[src/rtl/core/krls_pkg.sv]
// ============================================================================
// krls_pkg
// Shared types, constants and helpers for the keyed record list store.
// ============================================================================
package krls_pkg;

   localparam int RECORD_SLOTS = 16;
   localparam int SLOT_W       = $clog2(RECORD_SLOTS);
   localparam int LINK_W       = $clog2(RECORD_SLOTS + 1);
   localparam int KEY_W        = 64;
   localparam int PAY_W        = 32;
   localparam int REC_W        = KEY_W + PAY_W;

   typedef logic [SLOT_W-1:0] slot_type;
   typedef logic [LINK_W-1:0] link_type;

   // null link: one past the last slot
   localparam link_type NIL_LINK = LINK_W'(RECORD_SLOTS);

   typedef enum logic [1:0] {
      FUNC_WRITE = 2'd0,
      FUNC_ERASE = 2'd1,
      FUNC_FIND  = 2'd2,
      FUNC_NEXT  = 2'd3
   } func_type;

   typedef enum logic [2:0] {
      ST_IDLE,
      ST_W_FREE,
      ST_W_WALK,
      ST_S_WALK,
      ST_E_FIX,
      ST_N_READ,
      ST_PUSH
   } state_type;

   typedef struct packed {
      logic     we;
      slot_type waddr;
      link_type wdata;
      slot_type raddr;
   } link_req_type;

   typedef struct packed {
      logic             we;
      slot_type         waddr;
      logic [REC_W-1:0] wdata;
      slot_type         raddr;
   } rec_req_type;

   function automatic logic is_slot(input link_type l);
      return l < NIL_LINK;
   endfunction

   function automatic slot_type to_slot(input link_type l);
      return l[SLOT_W-1:0];
   endfunction

endpackage

[src/rtl/core/krls_if.sv]
// ============================================================================
// krls_if
// Valid/ready channels for requests and responses of the record list store.
// ============================================================================
interface krls_req_if;
   import krls_pkg::*;

   logic             valid;
   logic             ready;
   logic [1:0]       func;
   logic [KEY_W-1:0] key;
   logic [PAY_W-1:0] payload;
   logic             from_start;

   modport source (output valid, func, key, payload, from_start, input ready);
   modport sink   (input valid, func, key, payload, from_start, output ready);
endinterface

interface krls_rsp_if;
   import krls_pkg::*;

   logic             valid;
   logic             ready;
   logic             success;
   logic [KEY_W-1:0] found_key;
   logic [PAY_W-1:0] found_payload;

   modport source (output valid, success, found_key, found_payload, input ready);
   modport sink   (input valid, success, found_key, found_payload, output ready);
endinterface

[src/rtl/core/krls_ram.sv]
// ============================================================================
// krls_ram
// Generic simple dual-port RAM, one write and one registered read per cycle.
// ============================================================================
module krls_ram #(
   parameter int WIDTH = 8,
   parameter int DEPTH = 16
) (
   input  logic                     clock,
   input  logic                     we,
   input  logic [$clog2(DEPTH)-1:0] waddr,
   input  logic [WIDTH-1:0]         wdata,
   input  logic [$clog2(DEPTH)-1:0] raddr,
   output logic [WIDTH-1:0]         rdata
);
   logic [WIDTH-1:0] mem_ff [DEPTH];
   logic [WIDTH-1:0] rdata_ff;

   always_ff @(posedge clock) begin
      if (we) begin
         mem_ff[waddr] <= wdata;
      end
      rdata_ff <= mem_ff[raddr];
   end

   assign rdata = rdata_ff;
endmodule

[src/rtl/core/krls_link.sv]
// ============================================================================
// krls_link
// Link store: RAM plus per-slot written bits; an unwritten slot reads as the
// reset chain (slot i links to i+1, last slot to null).
// ============================================================================
module krls_link (
   input  logic                  clock,
   input  logic                  reset,
   input  krls_pkg::link_req_type link_req,
   output krls_pkg::link_type     link_rd
);
   import krls_pkg::*;

   logic [RECORD_SLOTS-1:0] written_ff;
   logic [RECORD_SLOTS-1:0] written_in;
   logic                    flag_ff;
   slot_type                raddr_ff;
   link_type                ram_rdata;

   krls_ram #(
      .WIDTH (LINK_W),
      .DEPTH (RECORD_SLOTS)
   ) u_ram (
      .clock (clock),
      .we    (link_req.we),
      .waddr (link_req.waddr),
      .wdata (link_req.wdata),
      .raddr (link_req.raddr),
      .rdata (ram_rdata)
   );

   always_comb begin
      written_in = written_ff;
      if (link_req.we) begin
         written_in[link_req.waddr] = 1'b1;
      end
   end

   always_ff @(posedge clock) begin
      if (reset) begin
         written_ff <= '0;
      end else begin
         written_ff <= written_in;
      end
   end

   // flag sampled with the read, so it matches old-data RAM behaviour
   always_ff @(posedge clock) begin
      flag_ff  <= written_ff[link_req.raddr];
      raddr_ff <= link_req.raddr;
   end

   assign link_rd = flag_ff ? ram_rdata : (LINK_W'(raddr_ff) + LINK_W'(1));
endmodule

[src/rtl/core/krls_seq.sv]
// ============================================================================
// krls_seq
// Operation sequencer: list heads, list walks, read-modify-write of the link
// and record stores, result holding and response register.
// ============================================================================
module krls_seq (
   input  logic                   clock,
   input  logic                   reset,
   krls_req_if.sink               req_chan,
   krls_rsp_if.source             rsp_chan,
   output krls_pkg::rec_req_type  rec_req,
   input  logic [krls_pkg::REC_W-1:0] rec_rd,
   output krls_pkg::link_req_type link_req,
   input  krls_pkg::link_type     link_rd
);
   import krls_pkg::*;

   state_type        state_ff, state_in;
   func_type         op_ff, op_in;
   logic [KEY_W-1:0] key_ff, key_in;
   slot_type         slot_ff, slot_in;
   slot_type         cur_ff, cur_in;
   link_type         prev_ff, prev_in;
   link_type         lnk_ff, lnk_in;
   link_type         valid_head_ff, valid_head_in;
   link_type         free_head_ff, free_head_in;
   logic             res_ok_ff, res_ok_in;
   logic [KEY_W-1:0] res_key_ff, res_key_in;
   logic [PAY_W-1:0] res_pay_ff, res_pay_in;
   logic             rsp_valid_ff, rsp_valid_in;
   logic             rsp_ok_ff, rsp_ok_in;
   logic [KEY_W-1:0] rsp_key_ff, rsp_key_in;
   logic [PAY_W-1:0] rsp_pay_ff, rsp_pay_in;

   logic             out_free;
   logic             key_hit;
   logic [KEY_W-1:0] rec_key;
   logic [PAY_W-1:0] rec_pay;

   assign rec_key  = rec_rd[REC_W-1:PAY_W];
   assign rec_pay  = rec_rd[PAY_W-1:0];
   assign key_hit  = (rec_key == key_ff);
   assign out_free = !rsp_valid_ff || rsp_chan.ready;

   always_comb begin
      state_in      = state_ff;
      op_in         = op_ff;
      key_in        = key_ff;
      slot_in       = slot_ff;
      cur_in        = cur_ff;
      prev_in       = prev_ff;
      lnk_in        = lnk_ff;
      valid_head_in = valid_head_ff;
      free_head_in  = free_head_ff;
      res_ok_in     = res_ok_ff;
      res_key_in    = res_key_ff;
      res_pay_in    = res_pay_ff;
      rsp_valid_in  = rsp_valid_ff && !rsp_chan.ready;
      rsp_ok_in     = rsp_ok_ff;
      rsp_key_in    = rsp_key_ff;
      rsp_pay_in    = rsp_pay_ff;
      link_req      = '0;
      rec_req       = '0;
      req_chan.ready = 1'b0;

      unique case (state_ff)
         ST_IDLE: begin
            req_chan.ready = 1'b1;
            if (req_chan.valid) begin
               op_in      = func_type'(req_chan.func);
               key_in     = req_chan.key;
               res_ok_in  = 1'b0;
               res_key_in = '0;
               res_pay_in = '0;
               state_in   = ST_PUSH;
               unique case (func_type'(req_chan.func)) inside
                  FUNC_WRITE: begin
                     if (is_slot(free_head_ff)) begin
                        rec_req.we     = 1'b1;
                        rec_req.waddr  = to_slot(free_head_ff);
                        rec_req.wdata  = {req_chan.key, req_chan.payload};
                        link_req.raddr = to_slot(free_head_ff);
                        slot_in        = to_slot(free_head_ff);
                        state_in       = ST_W_FREE;
                     end
                  end
                  FUNC_NEXT: begin
                     if (is_slot(valid_head_ff)) begin
                        rec_req.raddr  = to_slot(valid_head_ff);
                        link_req.raddr = to_slot(valid_head_ff);
                        cur_in         = to_slot(valid_head_ff);
                        prev_in        = NIL_LINK;
                        state_in       = req_chan.from_start ? ST_N_READ : ST_S_WALK;
                     end
                  end
                  FUNC_ERASE, FUNC_FIND: begin
                     if (is_slot(valid_head_ff)) begin
                        rec_req.raddr  = to_slot(valid_head_ff);
                        link_req.raddr = to_slot(valid_head_ff);
                        cur_in         = to_slot(valid_head_ff);
                        prev_in        = NIL_LINK;
                        state_in       = ST_S_WALK;
                     end
                  end
               endcase
            end
         end

         ST_W_FREE: begin
            // link of the taken slot is the new free head
            free_head_in   = link_rd;
            link_req.we    = 1'b1;
            link_req.waddr = slot_ff;
            link_req.wdata = NIL_LINK;
            if (!is_slot(valid_head_ff)) begin
               valid_head_in = LINK_W'(slot_ff);
               res_ok_in     = 1'b1;
               state_in      = ST_PUSH;
            end else begin
               link_req.raddr = to_slot(valid_head_ff);
               cur_in         = to_slot(valid_head_ff);
               state_in       = ST_W_WALK;
            end
         end

         ST_W_WALK: begin
            if (!is_slot(link_rd)) begin
               link_req.we    = 1'b1;
               link_req.waddr = cur_ff;
               link_req.wdata = LINK_W'(slot_ff);
               res_ok_in      = 1'b1;
               state_in       = ST_PUSH;
            end else begin
               cur_in         = to_slot(link_rd);
               link_req.raddr = to_slot(link_rd);
            end
         end

         ST_S_WALK: begin
            if (key_hit) begin
               unique case (op_ff)
                  FUNC_ERASE: begin
                     link_req.we    = 1'b1;
                     link_req.waddr = cur_ff;
                     link_req.wdata = free_head_ff;
                     lnk_in         = link_rd;
                     state_in       = ST_E_FIX;
                  end
                  FUNC_FIND: begin
                     res_ok_in  = 1'b1;
                     res_key_in = rec_key;
                     res_pay_in = rec_pay;
                     state_in   = ST_PUSH;
                  end
                  FUNC_NEXT: begin
                     if (is_slot(link_rd)) begin
                        rec_req.raddr = to_slot(link_rd);
                        state_in      = ST_N_READ;
                     end else begin
                        state_in = ST_PUSH;
                     end
                  end
                  default: begin
                     state_in = ST_PUSH;
                  end
               endcase
            end else if (is_slot(link_rd)) begin
               prev_in        = LINK_W'(cur_ff);
               cur_in         = to_slot(link_rd);
               rec_req.raddr  = to_slot(link_rd);
               link_req.raddr = to_slot(link_rd);
            end else begin
               state_in = ST_PUSH;
            end
         end

         ST_E_FIX: begin
            // bypass the erased record, then push it on the free list
            if (is_slot(prev_ff)) begin
               link_req.we    = 1'b1;
               link_req.waddr = to_slot(prev_ff);
               link_req.wdata = lnk_ff;
            end else begin
               valid_head_in = lnk_ff;
            end
            free_head_in = LINK_W'(cur_ff);
            res_ok_in    = 1'b1;
            state_in     = ST_PUSH;
         end

         ST_N_READ: begin
            res_ok_in  = 1'b1;
            res_key_in = rec_key;
            res_pay_in = rec_pay;
            state_in   = ST_PUSH;
         end

         ST_PUSH: begin
            if (out_free) begin
               rsp_valid_in = 1'b1;
               rsp_ok_in    = res_ok_ff;
               rsp_key_in   = res_key_ff;
               rsp_pay_in   = res_pay_ff;
               state_in     = ST_IDLE;
            end
         end

         default: begin
            state_in = ST_IDLE;
         end
      endcase
   end

   always_ff @(posedge clock) begin
      if (reset) begin
         state_ff      <= ST_IDLE;
         valid_head_ff <= NIL_LINK;
         free_head_ff  <= '0;
         rsp_valid_ff  <= 1'b0;
      end else begin
         state_ff      <= state_in;
         valid_head_ff <= valid_head_in;
         free_head_ff  <= free_head_in;
         rsp_valid_ff  <= rsp_valid_in;
      end
   end

   always_ff @(posedge clock) begin
      op_ff      <= op_in;
      key_ff     <= key_in;
      slot_ff    <= slot_in;
      cur_ff     <= cur_in;
      prev_ff    <= prev_in;
      lnk_ff     <= lnk_in;
      res_ok_ff  <= res_ok_in;
      res_key_ff <= res_key_in;
      res_pay_ff <= res_pay_in;
      rsp_ok_ff  <= rsp_ok_in;
      rsp_key_ff <= rsp_key_in;
      rsp_pay_ff <= rsp_pay_in;
   end

   assign rsp_chan.valid         = rsp_valid_ff;
   assign rsp_chan.success       = rsp_ok_ff;
   assign rsp_chan.found_key     = rsp_key_ff;
   assign rsp_chan.found_payload = rsp_pay_ff;

   // the valid and free list heads never name the same slot
   a_heads_disjoint: assert property (@(posedge clock) disable iff (reset)
      (is_slot(valid_head_ff) && is_slot(free_head_ff)) |->
         (valid_head_ff != free_head_ff))
      else $error("valid and free list share a head slot");

   a_accept_busy: assert property (@(posedge clock) disable iff (reset)
      (req_chan.valid && req_chan.ready) |=> (state_ff != ST_IDLE))
      else $error("sequencer idle after accepting a transaction");

   a_full_fails: assert property (@(posedge clock) disable iff (reset)
      (req_chan.valid && req_chan.ready && (req_chan.func == FUNC_WRITE) &&
       !is_slot(free_head_ff)) |=> (state_ff == ST_PUSH && !res_ok_ff))
      else $error("write to a full pool did not fail at once");

   a_push_loads: assert property (@(posedge clock) disable iff (reset)
      (state_ff == ST_PUSH && out_free) |=> (rsp_valid_ff && state_ff == ST_IDLE))
      else $error("result not moved to the response register");
endmodule

[src/rtl/core/keyed_record_list_store_top.sv]
// ============================================================================
// keyed_record_list_store_top
// Pool of record slots kept as a free list and an ordered valid list.
// ============================================================================
// Usage
//   req_chan (sink): one transaction per operation - func (write, erase,
//     find, next), 64-bit key, 32-bit payload (write only) and from_start
//     (next only). Accepted on a clock edge with valid and ready high.
//   rsp_chan (source): exactly one transaction per request, in order:
//     success, found_key and found_payload (zero unless a record is shown).
// Timing
//   One request in flight; ready is high only while the sequencer is idle.
//   Each list step is one read of the link RAM and, for lookups, of the
//   record RAM. Find, erase and next walk the valid list from its head
//   until the key hits or the list ends; erase then unlinks the record and
//   next reads the successor's record. Next from the start reads the head
//   record. Write takes the free head and walks to the valid list's tail.
//   Empty-list lookups and full-pool writes go straight to the response.
//   Ready rises again in the cycle that the response turns valid.
// Reset
//   Synchronous, active high: valid list empty, free list is slot 0, 1, ...
//   in order. Link entries fall back to that chain until first written.
// Back-pressure
//   A response waiting on rsp_chan does not block a new request; the next
//   result is held internally until the response register drains.
// ============================================================================
module keyed_record_list_store_top (
   input  logic       clock,
   input  logic       reset,
   krls_req_if.sink   req_chan,
   krls_rsp_if.source rsp_chan
);
   import krls_pkg::*;

   rec_req_type      rec_req;
   link_req_type     link_req;
   logic [REC_W-1:0] rec_rd;
   link_type         link_rd;

   // sequencer: heads, walks, result hold and response register
   krls_seq u_seq (
      .clock    (clock),
      .reset    (reset),
      .req_chan (req_chan),
      .rsp_chan (rsp_chan),
      .rec_req  (rec_req),
      .rec_rd   (rec_rd),
      .link_req (link_req),
      .link_rd  (link_rd)
   );

   // link store with reset-chain fallback
   krls_link u_link (
      .clock    (clock),
      .reset    (reset),
      .link_req (link_req),
      .link_rd  (link_rd)
   );

   // record store: {key, payload}, contents undefined until written
   krls_ram #(
      .WIDTH (REC_W),
      .DEPTH (RECORD_SLOTS)
   ) u_rec_ram (
      .clock (clock),
      .we    (rec_req.we),
      .waddr (rec_req.waddr),
      .wdata (rec_req.wdata),
      .raddr (rec_req.raddr),
      .rdata (rec_rd)
   );
endmodule
[src/flat_wrapper.sv]
// flat-port wrapper written by rule: the top's interface ports become plain ports
module keyed_record_list_store_top_flat import krls_pkg::*;
  (clock, reset, req_chan_valid, req_chan_func, req_chan_key, req_chan_payload, req_chan_from_start, req_chan_ready, rsp_chan_valid, rsp_chan_success, rsp_chan_found_key, rsp_chan_found_payload, rsp_chan_ready);
  krls_req_if req_chan_i ();
  krls_rsp_if rsp_chan_i ();
  input  logic clock;
  input  logic reset;
  input wire logic [$bits(req_chan_i.valid)-1:0] req_chan_valid;
  input wire logic [$bits(req_chan_i.func)-1:0] req_chan_func;
  input wire logic [$bits(req_chan_i.key)-1:0] req_chan_key;
  input wire logic [$bits(req_chan_i.payload)-1:0] req_chan_payload;
  input wire logic [$bits(req_chan_i.from_start)-1:0] req_chan_from_start;
  output wire logic [$bits(req_chan_i.ready)-1:0] req_chan_ready;
  output wire logic [$bits(rsp_chan_i.valid)-1:0] rsp_chan_valid;
  output wire logic [$bits(rsp_chan_i.success)-1:0] rsp_chan_success;
  output wire logic [$bits(rsp_chan_i.found_key)-1:0] rsp_chan_found_key;
  output wire logic [$bits(rsp_chan_i.found_payload)-1:0] rsp_chan_found_payload;
  input wire logic [$bits(rsp_chan_i.ready)-1:0] rsp_chan_ready;
  assign req_chan_i.valid = req_chan_valid;
  assign req_chan_i.func = req_chan_func;
  assign req_chan_i.key = req_chan_key;
  assign req_chan_i.payload = req_chan_payload;
  assign req_chan_i.from_start = req_chan_from_start;
  assign req_chan_ready = req_chan_i.ready;
  assign rsp_chan_valid = rsp_chan_i.valid;
  assign rsp_chan_success = rsp_chan_i.success;
  assign rsp_chan_found_key = rsp_chan_i.found_key;
  assign rsp_chan_found_payload = rsp_chan_i.found_payload;
  assign rsp_chan_i.ready = rsp_chan_ready;
  keyed_record_list_store_top u_core (.clock(clock), .reset(reset), .req_chan(req_chan_i), .rsp_chan(rsp_chan_i));
endmodule
[config.mk]
export PLATFORM = sky130hd
export DESIGN_NAME = keyed_record_list_store_top_flat
export DESIGN_NICKNAME = d
export VERILOG_FILES = /design/src/rtl/core/krls_pkg.sv /design/src/rtl/core/krls_if.sv /design/src/rtl/core/krls_ram.sv /design/src/rtl/core/krls_link.sv /design/src/rtl/core/krls_seq.sv /design/src/rtl/core/keyed_record_list_store_top.sv /design/src/flat_wrapper.sv
export SDC_FILE = /design/constraint.sdc
export NUM_CORES = 2
export LEC_CHECK = 0
export BUFFER_PORTS_ARGS = -buffer_cell sky130_fd_sc_hd__buf_2
export CORE_MARGIN = 2
export CORE_UTILIZATION = 30
export DETAILED_ROUTE_END_ITERATION = 8
export PLACE_DENSITY = 0.49
export SLEW_MARGIN = 20
export SYNTH_ARGS = -nofsm -noshare
export SYNTH_HDL_FRONTEND = slang
export SYNTH_HIERARCHICAL = 1
export SYNTH_SLANG_ARGS = --single-unit
[constraint.sdc]
create_clock -name clock -period 9.6 [get_ports clock]
set_input_delay 0 -clock clock [delete_from_list [all_inputs] [get_ports clock]]
set_output_delay 0 -clock clock [all_outputs]
set_load 0.02 [all_outputs]
==> impl_results.md <==
- Worst Path Required: 10320 ps
- Most common cell on crit path: buf_4
- # IOs: 202
- CP max stage delay: 820 ps
- Synth warn: 6
- Fmax: 175 MHz
- Non-Filler Instances: 7510
- Syn_nets: 3602
- Cell Pwr Density: 229 nW/um^2
- Final ANT Viol Nets: 0
- I/O Buffers: 201
- Least-Margin Pin Slew: 1200 ps
- RSZ-0062 raised after global routing: false
- Post-synth top area share: 75.5%
- Cts repair resizes: 0
- Initial antenna violation count: 20
- CP Class: flip-flop to flip-flop
- Drt pass-1 iters: 7
- Maximum root-to-sink buffer count: 3
- Dominant cells by area after synthesis: edfxtp_1, mux4_2, dfxtp_1
- DRC Markers: 0
- Core area: 249000 um^2
- CP Cell Sequence: and2b_1, and2_1, inv_2, nor2_2, a32oi_1, o21ai_4, buf_12, buf_4, buf_4, mux4_2, a22oi_1, nand2_1
- Final Cell Area: 89100 um^2
- Clock Sinks: 2030
- Total GRT Usage: 15.8%
- Most numerous cell in the Yosys netlist: edfxtp_1
- Number of synthesized register bits: 2030
- Fin crit period: 5710 ps
- Synth unique cells: 62
- Post-synth top area cell: edfxtp_1
- Crit end category: flip-flop
- Post-synth ARST share: 0%
- Leakage: 28.1 nW
- Peak VDD IR: 0.174 mV
- Pin count of the biggest net entering global routing: 137
- Crit Path Max Fanout: 136
- Status: completed
- Post-synth top flop: edfxtp_1
- Detailed Route WL: 205000 um
- # fillers: 23300
- Fin crit share: 59.5%
- Clock root buffer master: clkbuf_16
- CTS tree: done
- Rel. slew slack: 19.1%
- Clk_skew: 44.9 ps
- Setup_tns: 0 ps
- Drt wl/cell: 27.3 um
- Cells after DPL: 6932
- Fraction of layout cells with a size suffix above 1: 24.5%
- Number of global-route vias before repair: 37600
- Register area share after synthesis: 79.1%
- Grt total ovfl: 0
- Cell Rows: 183
- DR vias: 36900
- Mapped Area: 75300 um^2
- Reg clk slew, reported paths: 60 ps
- Startpoint Class: flip-flop
- Final setup fails: 0
- Mapped Cells: 3495
- # nets final: 4087
- Final Hold Fails: 0
- DP Area: 80600 um^2
- Clk_lat worst skew: 850 ps
- Crit-path slowest cell: buf_4
- Synthesized area per cell: 21.5 um^2
- MaxCap Viol Count: 0
- CTS buffer count: 213
- Initial DRC Count: 3932
- Setup bufs post-CTS: 0
- Slew Viols, Final: 0
- Starting Density: 30.2%
- Post-DP HPWL: 103000 um
- Number of synthesized flops with an enable pin: 1894
- WP data arrival: 6440 ps
- Area of the die: 255000 um^2
- CTS H-Tree Depth: 4
- Chip height: 505 um
- RD Place Congestion: 0.737
- DR vias/cell: 4.92
- Most instantiated cells after synthesis: edfxtp_1, mux4_2, a22oi_1
- Area growth, synth to finish: 18.3%
- Die W: 505 um
- First-pass GRT wire length: 289000 um
- Min-delay worst type: input pin to flip-flop
## per-layer routing
metal,wire length (um),track usage (%),vias up
met5,69,0,-
met4,5330,4.40,12
met3,12100,2.94,313
met2,96000,24.7,1154
met1,91600,22.4,20000
li1,-,-,15400
## cell type report
| class | instances | area [um^2] | area share (%) |
|---|---|---|---|
| Sequential cell | 2030 | 59600 | 66.9 |
| Clock buffer | 320 | 6010 | 6.74 |
| Timing Repair Buffer | 442 | 3430 | 3.85 |
| Inverter | 6 | 25.0 | 0.0281 |
| Multi-Input combinational cell | 1287 | 15000 | 16.8 |
| Clock inverter | 84 | 902 | 1.01 |
| Tap cell | 3330 | 4170 | 4.67 |
| Antenna cell | 11 | 27.5 | 0.0309 |
## sequential cells by signal (all words and copies together), names as in the netlist, 4 cells and up
| register | cells |
|---|---|
| u_core/u_seq/lnk_ff | 5 |
| u_core/u_seq/rsp_chan.found_key | 64 |
| u_core/u_seq/rsp_chan.found_payload | 32 |
| u_core/u_seq/free_head_ff | 5 |
| u_core/u_seq/key_ff | 64 |
| u_core/u_seq/res_pay_ff | 32 |
| u_core/u_seq/res_key_ff | 64 |
| u_core/u_rec_ram/rdata | 96 |
| u_core/u_link/raddr_ff | 4 |
| u_core/u_seq/cur_ff | 4 |
| u_core/u_seq/valid_head_ff | 5 |
| u_core/u_seq/prev_ff | 5 |
| u_core/u_seq/slot_ff | 4 |
| u_core/u_link/u_ram/rdata | 5 |
| u_core/u_rec_ram/mem_ff | 1536 |
| u_core/u_link/u_ram/mem_ff | 80 |
| u_core/u_link/written_ff | 16 |
## per-stage QoR
stage               power (W)  setup WS, ps  util (%)  hold WS [ps]
finish                 0.0204          3890      35.8          57.1
global route           0.0211          3480      35.8          29.9
CTS                    0.0206          3850      35.8          8.97
detailed placement     0.0124          3850      32.3           190
global placement       0.0124          3990      32.3           192
floorplan              0.0117           649         -          98.9
## worst paths after layout
check / from / endpoint / slack (ps) / cells past startpoint
min reg2reg: u_core/u_seq/res_pay_ff[13] / u_core/u_seq/rsp_chan.found_payload[13] / 410 / 0
max: u_core/u_seq/state_ff[1] / u_core/u_rec_ram/rdata[24] / 3890 / 12
min: req_chan_key[20] / u_core/u_seq/key_ff[20] / 60 / 2
max reg2reg: u_core/u_seq/state_ff[1] / u_core/u_rec_ram/rdata[24] / 3890 / 12
## cells in the final DEF, fill, tap and decap left out, types with 6 or more instances in the layout
cell	synthesis	final
clkbuf_16	0	216
nand2_1	131	131
a222oi_1	8	8
nor2_4	0	13
a21oi_1	29	27
buf_12	0	15
dlygate4sd3_1	0	163
nor3_1	11	7
dfxtp_1	136	136
nand2b_1	8	8
nor2_1	61	48
buf_2	18	201
nand3_1	28	28
buf_4	23	62
clkinv_2	0	26
mux2i_1	9	9
a22oi_1	202	202
mux4_2	404	404
and3_1	6	6
and2_1	200	199
edfxtp_1	1894	1894
xnor2_1	65	64
clkbuf_1	68	83
nand4_1	18	18
clkbuf_8	0	21
o21ai_0	24	19
nor2b_1	11	8
clkinv_1	1	28
bufinv_16	0	10
diode_2	0	11
## power by group
part           switching (W)  internal (W)
clock                0.00348       0.00462
sequential          0.000228        0.0102
combinational        0.00119      0.000661
## cell families after synthesis
logic type | after synthesis | synth area share, %
mux | 422 | 12.4
fa+ha+maj | 4 | 0.0665
compound gates | 296 | 2.84
simple gates | 499 | 3.51
buf+inv | 178 | 1.28
xor+xnor | 66 | 0.768
flops | 2030 | 79.1
## timing repair
| item | in CTS | in global routing |
|---|---|---|
| hold buffers | 163 | 0 |
| endpoints found under the setup margin | 0 | 0 |
| endpoints found under the hold margin | 1670 | 0 |
## worst max-delay path: cells and delay by family (launching register included)
| kind | cells | cell delay, ps |
|---|---|---|
| multiplexers | 1 | 400 |
| flip-flops | 1 | 740 |
| AO/OA/AOI/OAI | 3 | 620 |
| AND/OR/NAND/NOR | 4 | 1490 |
| buffers and inverters | 4 | 2100 |
(Power assumes the default switching activity.)
